### src/rtl/core/jeo_pkg.sv
// Shared types and constants for the Josephus elimination order block.
// No dependencies; imported by the ring cell, the top level and the port checker.
`default_nettype none

package jeo_pkg;

	localparam int PERSON_W = 7;
	localparam int CFG_W    = 7;
	localparam int CFG_IDX_W = 2;

	localparam logic [CFG_IDX_W-1:0] REG_CIRCLE_SIZE = 2'd0;
	localparam logic [CFG_IDX_W-1:0] REG_STEP_SIZE   = 2'd1;

	localparam logic [CFG_W-1:0] CIRCLE_SIZE_RESET = 7'd7;
	localparam logic [CFG_W-1:0] STEP_SIZE_RESET   = 7'd3;

	// Operation broadcast to every cell of the ring.
	typedef enum logic [1:0] {
		CELL_HOLD,
		CELL_LOAD,
		CELL_ROTATE,
		CELL_SHIFT
	} cell_op_t;

endpackage

`default_nettype wire

### src/rtl/core/jeo_cell.sv
// One position of the person ring: holds one person number.
// Depends on jeo_pkg for the cell operation type and person width.
`default_nettype none

module jeo_cell import jeo_pkg::*; #(
	parameter int CNT_W = 7,
	parameter int INDEX = 0
) (
	input  wire logic                clk,
	input  wire cell_op_t            op,
	input  wire logic [CNT_W-1:0]    count,
	input  wire logic [PERSON_W-1:0] next_val,
	input  wire logic [PERSON_W-1:0] head_val,
	output logic      [PERSON_W-1:0] value
);

	localparam logic [PERSON_W-1:0] LOAD_VAL = PERSON_W'((INDEX + 1) % (1 << PERSON_W));
	localparam logic [CNT_W-1:0]    TAIL_CNT = CNT_W'(INDEX + 1);

	logic [PERSON_W-1:0] value_q;
	logic                is_tail;

	// The last occupied position takes the front person on a rotation.
	assign is_tail = (count == TAIL_CNT);

	always_ff @(posedge clk) begin
		case (op)
			CELL_LOAD:   value_q <= LOAD_VAL;
			CELL_ROTATE: value_q <= is_tail ? head_val : next_val;
			CELL_SHIFT:  value_q <= next_val;
			default:     value_q <= value_q;
		endcase
	end

	assign value = value_q;

endmodule

`default_nettype wire

### src/rtl/core/josephus_elimination_order.sv
// Josephus elimination order: a ring of shifting cells holds the people still in the circle.
// A request on a non-empty circle is accepted while idle; the sequencer then, with busy high,
// does K-1 rotation steps then one removal step (K = step_size, zero taken as one).
// A new request is taken only once the previous one is finished and the sequencer is idle again.
// A request that finds the circle empty is answered in the cycle after acceptance. The receiver cannot stall.
// Reset clears the count (empty circle) and loads circle_size 7, step_size 3.
`default_nettype none

module josephus_elimination_order import jeo_pkg::*; #(
	parameter int MAX_PEOPLE = 64
) (
	input  wire logic                 clk,
	input  wire logic                 arst_n,
	// Request channel
	input  wire logic                 start,
	output logic                      busy,
	input  wire logic                 restart,
	// Result channel
	output logic                      done,
	output logic      [PERSON_W-1:0]  person,
	output logic                      is_last,
	output logic                      exhausted,
	// Configuration write port
	input  wire logic                 cfg_we,
	input  wire logic [CFG_IDX_W-1:0] cfg_index,
	input  wire logic [CFG_W-1:0]     cfg_data
);

	localparam int CNT_W = $clog2(MAX_PEOPLE + 1);
	localparam logic [CNT_W-1:0] MAX_CNT = CNT_W'(MAX_PEOPLE);

	// The sequencer is either waiting for a request or working through one.
	typedef enum logic {
		ST_IDLE,
		ST_ROTATE
	} state_t;

	state_t              state_q;
	logic [CFG_W-1:0]    circle_size_q;
	logic [CFG_W-1:0]    step_size_q;
	logic [CNT_W-1:0]    count_q;
	logic [CFG_W-1:0]    rot_q;
	logic                done_q;
	logic [PERSON_W-1:0] person_q;
	logic                is_last_q;
	logic                exhausted_q;

	logic                accept;
	logic [CNT_W-1:0]    load_cnt;
	logic [CNT_W-1:0]    eff_cnt;
	logic [CFG_W-1:0]    rot_init;
	cell_op_t            cell_op;
	logic [PERSON_W-1:0] cell_val [MAX_PEOPLE];

	assign accept = start && (state_q == ST_IDLE);

	// A restart loads at most MAX_PEOPLE people.
	assign load_cnt = (32'(circle_size_q) > MAX_PEOPLE) ? MAX_CNT : CNT_W'(circle_size_q);
	assign eff_cnt  = restart ? load_cnt : count_q;

	// K of zero behaves as K of one, so the rotation count is K-1 floored at zero.
	// Rotating K-1 places one at a time wraps around the ring by itself, so no
	// modulo by the remaining count is needed.
	assign rot_init = (step_size_q == '0) ? '0 : step_size_q - CFG_W'(1);

	// Ring operation for this cycle. Loading happens on the accepting edge so the
	// rotation starts on the next cycle with the fresh ring in place.
	always_comb begin
		cell_op = CELL_HOLD;
		case (state_q)
			ST_IDLE: begin
				if (accept && restart) begin
					cell_op = CELL_LOAD;
				end
			end
			ST_ROTATE: begin
				cell_op = (rot_q == '0) ? CELL_SHIFT : CELL_ROTATE;
			end
			default: cell_op = CELL_HOLD;
		endcase
	end

	// Ring of cells: each cell takes from its right-hand neighbour; the occupied
	// tail takes the front person while rotating.
	for (genvar i = 0; i < MAX_PEOPLE; i++) begin : g_ring
		logic [PERSON_W-1:0] nxt;
		if (i < MAX_PEOPLE - 1) begin : g_mid
			assign nxt = cell_val[i+1];
		end else begin : g_end
			assign nxt = cell_val[i];
		end
		jeo_cell #(
			.CNT_W (CNT_W),
			.INDEX (i)
		) u_cell (
			.clk      (clk),
			.op       (cell_op),
			.count    (count_q),
			.next_val (nxt),
			.head_val (cell_val[0]),
			.value    (cell_val[i])
		);
	end

	// Configuration registers; unknown indexes are ignored.
	always_ff @(posedge clk or negedge arst_n) begin
		if (!arst_n) begin
			circle_size_q <= CIRCLE_SIZE_RESET;
			step_size_q   <= STEP_SIZE_RESET;
		end else if (cfg_we) begin
			case (cfg_index)
				REG_CIRCLE_SIZE: circle_size_q <= cfg_data;
				REG_STEP_SIZE:   step_size_q   <= cfg_data;
				default:         ;
			endcase
		end
	end

	// Sequencer with its registered result outputs.
	always_ff @(posedge clk or negedge arst_n) begin
		if (!arst_n) begin
			state_q     <= ST_IDLE;
			count_q     <= '0;
			rot_q       <= '0;
			done_q      <= 1'b0;
			person_q    <= '0;
			is_last_q   <= 1'b0;
			exhausted_q <= 1'b0;
		end else begin
			// A result is strobed for an empty-circle request or at the removal cycle.
			done_q <= (accept && (eff_cnt == '0)) ||
				((state_q == ST_ROTATE) && (rot_q == '0));
			case (state_q)
				ST_IDLE: begin
					if (accept) begin
						count_q <= eff_cnt;
						if (eff_cnt == '0) begin
							// Empty circle: report it at once; the sequencer stays idle.
							person_q    <= '0;
							is_last_q   <= 1'b0;
							exhausted_q <= 1'b1;
						end else begin
							rot_q   <= rot_init;
							state_q <= ST_ROTATE;
						end
					end
				end
				ST_ROTATE: begin
					if (rot_q == '0) begin
						// The front person is removed while the ring closes up.
						person_q    <= cell_val[0];
						is_last_q   <= (count_q == CNT_W'(1));
						exhausted_q <= 1'b0;
						count_q     <= count_q - CNT_W'(1);
						state_q     <= ST_IDLE;
					end else begin
						rot_q <= rot_q - CFG_W'(1);
					end
				end
				default: state_q <= ST_IDLE;
			endcase
		end
	end

	assign busy      = (state_q != ST_IDLE);
	assign done      = done_q;
	assign person    = person_q;
	assign is_last   = is_last_q;
	assign exhausted = exhausted_q;

endmodule

`default_nettype wire

### config.mk
export PLATFORM = sky130hd
export DESIGN_NAME = josephus_elimination_order
export DESIGN_NICKNAME = d
export VERILOG_FILES = /design/src/rtl/core/jeo_pkg.sv /design/src/rtl/core/jeo_cell.sv /design/src/rtl/core/josephus_elimination_order.sv
export SDC_FILE = /design/constraint.sdc
export NUM_CORES = 1
export LEC_CHECK = 0
export BUFFER_PORTS_ARGS = -buffer_cell sky130_fd_sc_hd__buf_2
export CAP_MARGIN = 10
export CORE_MARGIN = 2
export CORE_UTILIZATION = 49
export DETAILED_ROUTE_END_ITERATION = 8
export GPL_TIMING_DRIVEN = 0
export MAX_ROUTING_LAYER = met4
export PLACE_DENSITY_LB_ADDON = 0.12
export RECOVER_POWER = 25
export SLEW_MARGIN = 25
export SYNTH_ARGS = -nofsm -noshare
export SYNTH_HDL_FRONTEND = slang
export SYNTH_SLANG_ARGS = --single-unit
### constraint.sdc
create_clock -name clk -period 15 [get_ports clk]
set_clock_uncertainty 0.1 [all_clocks]
set_input_delay 0 -clock clk [delete_from_list [all_inputs] [get_ports clk]]
set_output_delay 0 -clock clk [all_outputs]
set_load 0.02 [all_outputs]
==> results of run 1 <==
[path summary, 6_finish.rpt]
check / start / end / slack, ns / cells past startpoint
max reg2reg: busy$_DFF_PN0_ / g_ring[24].u_cell.value[3]$_DFFE_PP_ / 9.69 / 7
min reg2reg: person[6]$_DFFE_PN0P_ / person[6]$_DFFE_PN0P_ / 0.39 / 1
max: busy$_DFF_PN0_ / g_ring[24].u_cell.value[3]$_DFFE_PP_ / 9.69 / 7
max in group asynchronous: arst_n / person[6]$_DFFE_PN0P_ / 12.40 / 4
min in group asynchronous: arst_n / step_size_q[0]$_DFFE_PN1P_ / 0.51 / 3
min: cfg_data[1] / step_size_q[1]$_DFFE_PN1P_ / 0.09 / 3
[flip-flops by register name (all words and copies together) (netlist names)]
name,flops
exhausted,1
is_last,1
step_size_q,7
rot_q,7
person,7
circle_size_q,7
done,1
g_ring.u_cell.value,448
busy,1
count_q,7
[power by group through the flow]
stage	registers (W)	logic [W]	clock network (W)
final	0.00258	0.00147	0.00123
after global routing	0.00263	0.00159	0.00128
after CTS	0.00258	0.00145	0.00123
after detailed placement	0.00259	0.00144	0
after global placement	0.00263	0.00142	0
after floorplan	0.00252	0.000883	0
[layout make-up]
cell class	count	area, µm²
multi-input cells	1405	7298
inverters	15	57.56
well taps	600	750.7
flip-flops and latches	487	14440
clock buffers	65	1386
clock inverters	25	172.7
plain buffers	202	899.6
repair buffers	48	407.9
fillers	3958	20170
[worst max-delay path, stage by stage, from the launching register on]
cell and delay [ns]:
dfrtp_1 0.37, clkbuf_1 0.29, clkbuf_1 0.32, clkbuf_1 0.41
a21oi_1 0.32, clkinvlp_2 1.82, buf_16 0.89, buf_16 0.33
[per-layer routing]
| layer | wire [µm] | track usage [%] | vias up |
|---|---|---|---|
| li1 | - | - | 7873 |
| met1 | 29530 | 43.31 | 8799 |
| met2 | 32780 | 46.38 | 934 |
| met3 | 7038 | 5.239 | 184 |
| met4 | 2807 | 11.44 | 0 |
| met5 | 0 | - | - |
[logic make-up after synthesis]
kind of cell	Yosys count	synth area share, %
buf+inv	217	4.242
xor+xnor	4	0.1543
simple gates	1035	21.76
flops	487	63.56
fa+ha+maj	6	0.3305
mux	57	2.584
compound gates	303	7.371
[stage by stage]
stage	worst slack, ns	instance area, µm²
6_report	9.685	25410
5_1_grt	9.450	25410
4_1_cts	11.48	25470
3_5_place_dp	11.51	23700
3_3_place_gp	0.5351	23580
2_1_floorplan	4.551	22710
[what timing repair did]
item,in CTS,in global routing
hold endpoints to repair,64,0
hold buffers,20,0
buffers inserted,0,0
[cell usage in the layout (no fill, tap or decap), types with 13 or more instances in the layout]
cell type,count
a21oi_1,136
and3_1,15
buf_1,37
buf_2,53
clkbuf_1,128
clkbuf_16,51
dfrtp_1,34
dlygate4sd3_1,19
edfxtp_1,448
inv_1,14
mux2_2,13
mux2i_1,44
nand2_1,359
nand2_2,26
nand3_1,552
nor2_1,18
o21ai_0,120
==> metrics, run 1 <==
outcome finished with violations; failing checks max-capacitance violations, max-slew violations; RSZ-0062 raised after global routing false; syn avg cell area 10.77 µm²; sequential element share of the synthesized area 63.56%; area of the core 45580 µm²; Hold/Removal Path Class input pin to flip-flop; post-CTS sizing 0; Core Util, Final 55.75%; Post-Syn Nets 2129; NetSw 0.001828 W; Synth area leaders edfxtp_1 59%, nand3_1 12%, nand2_1 5.9%; Slew Viols, Final 76; Worst-Skew Late Latency 0.61 ns; Logic pwr share 27.8%; total power 0.005281 W; layout cells sized above 1 9.168%; number of global-route vias before repair 16640; synth unique cells 63; H-tree lvl count 2; Pleak 10.30 nW; top-count cell post-synth nand3_1; most common flop cell mapped by yosys edfxtp_1; HPWL after detailed placement 48850 µm; clk sinks 487; Nets 2230; first-pass GRT wire length 106600 µm; top cells by count, synth 551 x nand3_1, 448 x edfxtp_1, 359 x nand2_1; worst hold slack 0.08634 ns; Syn Inst Count 2109; Crit. End Element flip-flop; Layout area overhead 11.87%; crit path launch type flip-flop; Req. time, crit path 15.18 ns; Vias 17790; critical-path maximum fanout 100; I/O Buffers 24; Root Driver clkbuf_16; gr ovfl total 0; Ys Warns 0; Async S/R FF share, synth 8.008%; post-DR wirelength/cell 25.34 µm; largest net degree at the start of global routing 107; Clk network pwr share 23.3%; Synth Register Bits 487; Via density 6.249; CTS tree done; critical path class flip-flop to flip-flop; Worst-Margin Slew 2.349 ns; Pre-antenna DRT Iters 6; Final GP Congestion 0.9362; Die Y 219.3 µm; antenna violations before repair 1; Reg power frac 48.8%; top-area cell type share of the netlist area 59.23%; Overall Global Routing Usage 31.20%; Switching Share 34.62%; drt initial violations 2665; row count 78; Fmax 0.1882 GHz; fin crit share 35.43%; Setup Viol. Count Final 0; die area 48090 µm²; dpl cells 2737; Die X 219.3 µm; final hold vios 0; post-route setup TNS 0 ns; Final min period 5.315 ns; Mapped Area 22710 µm²; Worst VDD drop 0.1155 mV; number of flops mapped to enable cells by yosys 448; Pint 0.003453 W; CTS buffer count 51; power density over cell area 207.9 nW/µm²; Ports 25; max cap viols 2; non-filler cells in the finished layout 2847; clk slew on worst S/H paths 0.06 ns; routed wire length 72150 µm; Synth area leader edfxtp_1; Rel. slew slack -57.45%; Residual DRC 0; Final ANT Viol Nets 0; Clock Path Buffers 3; ant diodes 0; initial core utilization 49.83%; CP arrival 5.49 ns
No activity file was read; power rests on OpenSTA's default activity.
==> run 2: changes to the inputs <==
- clock period: 15 -> 5 ns (I/O delays scaled with it)
==> metrics, run 2 (synthesis gave the netlist of run 1 again) <==
Crit. End Element flip-flop; row count 78 (unchanged); H-tree lvl count 2 (unchanged); Req. time, crit path 5.20 ns (-9.98 ns); power density over cell area 621.2 nW/µm² (+200%); Rel. slew slack -30.57% (+27 points); DP Worst Slack 1.887 ns (-9.619 ns); area of the core 45580 µm² (unchanged); final hold vios 0 (unchanged); Vias 17820 (+0.16%); die area 48090 µm² (unchanged); outcome finished with violations; max cap viols 1 (-1); Worst VDD drop 0.4188 mV (+260%); Ports 25 (unchanged); Largest register FFs 448 (unchanged); Die Y 219.3 µm (unchanged); Layout area overhead 13.32%; commonest non-fill, non-tap cell in the layout nand3_1; antenna violations before repair 1 (unchanged); RSZ-0062 raised after global routing false; Clock Path Buffers 3 (unchanged); Worst-Skew Late Latency 0.61 ns (about the same); post-CTS sizing 0 (unchanged); total power 0.01599 W (+200%); Root Driver clkbuf_16; initial core utilization 49.83% (unchanged); Final ANT Viol Nets 0 (unchanged); post-DR wirelength/cell 25.30 µm (-0.17%); Hold/Removal Path Class input pin to flip-flop; I/O Buffers 24 (unchanged); failing checks max-capacitance violations, max-slew violations; HPWL after detailed placement 49780 µm (+1.9%); clk sinks 487 (unchanged); first-pass GRT wire length 107200 µm (+0.52%); Slew Viols, Final 35 (-54%); clk slew on worst S/H paths 0.06 ns (about the same); Fmax 0.2577 GHz (+37%); Via density 6.224 (-0.40%); CP arrival 4.08 ns (-1.41 ns); number of global-route vias before repair 16800 (+0.94%); layout cells sized above 1 9.633% (+0.47 points); Setup Viol. Count Final 0 (unchanged); fin crit share 77.60% (+42 points); largest net degree at the start of global routing 35 (-67%); Layout fillers 3925 (-0.83%); ant diodes 0 (unchanged); crit path launch type flip-flop; # Post-CTS Setup Buffers 0 (unchanged); critical-path maximum fanout 33 (-67%); Core Util, Final 56.47% (+0.72 points); Pleak 10.45 nW (+1.5%); Worst-Margin Slew 1.959 ns (-0.3902 ns); gr ovfl total 0 (unchanged); Final GP Congestion 0.9464 (+1.1%); Nets 2243 (+0.58%); critical path class flip-flop to flip-flop; Die X 219.3 µm (unchanged); routed wire length 72440 µm (+0.39%); Final min period 3.880 ns (-1.435 ns); CTS tree done; Pre-antenna DRT Iters 6 (unchanged); drt initial violations 2603 (-2.3%); most frequent cells in the layout 551 x nand3_1, 448 x edfxtp_1, 359 x nand2_1, 135 x a21oi_1, 134 x clkbuf_1; Overall Global Routing Usage 31.28% (+0.077 points); Residual DRC 0 (unchanged); Final WS setup 1.120 ns (-8.565 ns); CTS buffer count 52 (+2.0%)
## run 2: changes by cell type in the layout (fill, tap and decap cells not counted), moves of 5 or more
cell / change
buf_2: +5
clkinv_2: -5
clkbuf_8: -5
clkbuf_1: +6
buf_12: +10
## run 2: final cells by class
type / count / area, µm² / area share, %
flip-flops and latches: 487 / 14440 / 56.09
multi-input cells: 1405 / 7315 / 28.42
clock buffers: 71 / 1394 / 5.416
plain buffers: 202 / 904.6 / 3.515
well taps: 600 / 750.7 / 2.917
repair buffers: 60 / 663.1 / 2.577
clock inverters: 23 / 216.5 / 0.8410
inverters: 15 / 57.56 / 0.2236
## run 2: final timing paths
kind                                                      from                                       to  slack, ns  depth (start not counted)
min in group asynchronous                               arst_n               step_size_q[1]$_DFFE_PN1P_       0.54                          3
max reg2reg                                     busy$_DFF_PN0_     g_ring[41].u_cell.value[3]$_DFFE_PP_       1.12                          9
max in group asynchronous                               arst_n                           busy$_DFF_PN0_       2.24                          4
min reg2reg                g_ring[1].u_cell.value[0]$_DFFE_PP_  g_ring[0].u_cell.value[0]$_SDFFCE_PP1P_       0.40                          1
min                                                cfg_data[4]             circle_size_q[4]$_DFFE_PN0P_       0.09                          3
max                                             busy$_DFF_PN0_     g_ring[41].u_cell.value[3]$_DFFE_PP_       1.12                          9
## run 2: power by group
| group | switching (W) | internal (W) |
|---|---|---|
| clock network | 0.00165 | 0.00215 |
| logic | 0.00310 | 0.00135 |
| registers | 0.000746 | 0.00699 |
## run 2: critical path, stage by stage, from the launching register on
cell and delay [ns]:
dfrtp_2 0.35, clkbuf_1 0.44, clkbuf_1 0.43, clkbuf_1 0.72, a21oi_4 0.05, clkinvlp_2 0.55
buf_16 0.26, buf_16 0.19, buf_12 0.22, buf_12 0.24
## run 2: what timing repair did
item	in CTS	in global routing
hold buffers	20	0
setup endpoints to repair	0	0
endpoints found under the hold margin	64	0
## run 2: routing by layer
layer / up-vias / track usage (%) / routed length, µm
met5: - / - / 0
met4: 0 / 11.58 / 2729
met3: 181 / 4.491 / 6888
met2: 911 / 47.25 / 33110
met1: 8812 / 43.19 / 29710
li1: 7915 / - / -
## run 2: metrics by stage
stage	TNS (ns)	cell area (µm²)	std cells	hold slack, ns
after floorplan	-1302.78	22750	2109	-0.3956
after global placement	-2590.12	23620	2733	0.07123
after detailed placement	0	23990	2749	0.07341
after CTS	0	25810	2863	0.08528
after global routing	0	25740	2863	0.1121
final	0	25740	2863	0.09446
==> run 3: changes to the inputs <==
- clock period: 5 -> 3.4 ns (I/O delays scaled with it)
==> metrics, run 3 (synthesis gave the netlist of run 1 again) <==
slowest stage cell, crit path clkbuf_1; post-CTS sizing 0 (unchanged); reg2reg path depth 8 (-1); Setup Viol. Count Final 0 (unchanged); FF/Latch Area 14440 µm² (unchanged); Ports 25 (unchanged); post-route setup TNS 0 ns (unchanged); power density over cell area 915.4 nW/µm² (+47%); clk slew on worst S/H paths 0.06 ns (about the same); RSZ-0062 raised after global routing false; critical-path maximum fanout 10 (-70%); HPWL after detailed placement 49780 µm (unchanged); delay-heaviest family, CP buffers and inverters; Layout area overhead 13.11%; Final min period 3.259 ns (-0.6214 ns); Rel. slew slack -29.85% (+0.73 points); Slew Viols, Final 35 (unchanged); total power 0.02352 W (+47%); die area 48090 µm² (unchanged); area taken by multi-input logic gates 7292 µm² (-0.31%); most frequent cells in the layout 551 x nand3_1, 448 x edfxtp_1, 359 x nand2_1, 136 x a21oi_1, 132 x clkbuf_1; hold-critical path depth 3 (unchanged); worst hold slack 0.09152 ns (-0.002944 ns); Clock Path Buffers 3 (unchanged); Final GP Congestion 0.9464 (unchanged); antenna violations before repair 1 (unchanged); CTS tree done; Final ANT Viol Nets 0 (unchanged); critical path class flip-flop to flip-flop; Buf/Inv on CP 4 (-4); clk sinks 487 (unchanged); CP arrival 3.63 ns (-0.45 ns); crit path launch type flip-flop; Die Y 219.3 µm (unchanged); Root Driver clkbuf_16; Hold/Removal Path Class input pin to flip-flop; outcome finished with violations; I/O Buffers 24 (unchanged); drt initial violations 2662 (+2.3%); Req. time, crit path 3.77 ns (-1.43 ns); Fmax 0.3069 GHz (+19%); Pre-antenna DRT Iters 6 (unchanged); Overall Global Routing Usage 31.28% (unchanged); Layout fillers 3932 (+0.18%); Die X 219.3 µm (unchanged); Worst-Skew Late Latency 0.62 ns (about the same); Nets 2243 (unchanged); CP max stage delay 0.57 ns (-0.15 ns); worst reg-to-reg setup slack 0.14 ns (-0.98 ns); row count 78 (unchanged); Worst Hold Launch cfg_data[4]; routed wire length 72310 µm (-0.17%); ant diodes 0 (unchanged); H-tree lvl count 2 (unchanged); commonest non-fill, non-tap cell in the layout nand3_1; Crit. End Element flip-flop; Residual DRC 0 (unchanged); Core Util, Final 56.36% (-0.11 points); failing checks max-capacitance violations, max-slew violations; critical-path cell list inv_1 > ha_1 > and3_1 > clkbuf_1 > clkbuf_1 > buf_1 > nand3_1 > nand3_1; Pleak 10.43 nW (-0.13%); worst r2r dst g_ring[29].u_cell.value[1]$_DFFE_PP_; fin crit share 95.84% (+18 points); worst r2r src count_q[0]$_DFFE_PN0P_; Worst-Margin Slew 1.948 ns (-0.01090 ns); Via density 6.222 (about the same); Worst VDD drop 0.6091 mV (+45%); gr ovfl total 0 (unchanged); CTS buffer count 52 (unchanged); largest net degree at the start of global routing 35 (unchanged); number of global-route vias before repair 16800 (unchanged); hold path endpoint circle_size_q[4]$_DFFE_PN0P_; area of the core 45580 µm² (unchanged); final hold vios 0 (unchanged); Vias 17810 (-0.034%); max cap viols 1 (unchanged); first-pass GRT wire length 107200 µm (unchanged); layout cells sized above 1 9.633% (unchanged); initial core utilization 49.83% (unchanged); post-DR wirelength/cell 25.26 µm (-0.17%); Largest register FFs 448 (unchanged)
==> run 3: cell count changes in the layout (fill, tap and decap cells not counted), moves of 2 or more <==
cell and change:
buf_12 -2, buf_6 +2, clkbuf_1 -2, clkbuf_2 +2
==> run 3: what timing repair did <==
action / 4_1_cts / 5_1_grt
hold buffers: 20 / 0
hold endpoints to repair: 64 / 0
setup buffers: 0 / 0
==> run 3: worst max path at each step <==
stage                                       from                              endpoint  slack [ns]  cells past startpoint
final                     count_q[0]$_DFFE_PN0P_  g_ring[29].u_cell.value[1]$_DFFE_PP_        0.14                      8
after global routing              busy$_DFF_PN0_  g_ring[25].u_cell.value[3]$_DFFE_PP_        0.04                      8
after CTS                 count_q[0]$_DFFE_PN0P_  g_ring[29].u_cell.value[1]$_DFFE_PP_        0.26                      8
after detailed placement  count_q[1]$_DFFE_PN0P_  g_ring[28].u_cell.value[4]$_DFFE_PP_        0.29                      8
after global placement            busy$_DFF_PN0_  g_ring[26].u_cell.value[0]$_DFFE_PP_       -7.60                      5
after floorplan                   busy$_DFF_PN0_  g_ring[10].u_cell.value[0]$_DFFE_PP_       -4.60                      5
==> run 3: metrics by stage <==
stage / cells / worst slack (ns) / area [µm²]
after detailed placement: 2749 / 0.2868 / 23990
after CTS: 2863 / 0.2623 / 25810
after global routing: 2863 / 0.03657 / 25690
after global placement: 2733 / -7.596 / 23620
after floorplan: 2109 / -4.602 / 22750
final: 2863 / 0.1415 / 25690
==> run 3: area by class of cell <==
type                    instances  share of cell area, %
clock buffers                  71                  5.426
repair buffers                 60                  2.387
inverters                      15                 0.2241
clock inverters                23                 0.8426
plain buffers                 202                  3.614
flip-flops and latches        487                  56.20
well taps                     600                  2.922
multi-input cells            1405                  28.39
==> run 3: power breakdown <==
group          switching [W]  internal, W  total [W]
registers            0.00109       0.0103     0.0114
logic                0.00456      0.00198    0.00654
clock network        0.00244      0.00316    0.00560
total                0.00809       0.0154     0.0235
==> run 3: layer usage <==
metal	global-route usage [%]	part of all wire (%)	wire, µm
met2	47.25	46	33150
met1	43.19	41	29760
met5	-	0	0
met3	4.491	9.3	6725
met4	11.58	3.7	2679
==> run 3: worst min-delay path: cells and delay by family <==
family,cells,cell delay (ns)
buffers and inverters,2,0.64
multiplexers,1,0.13
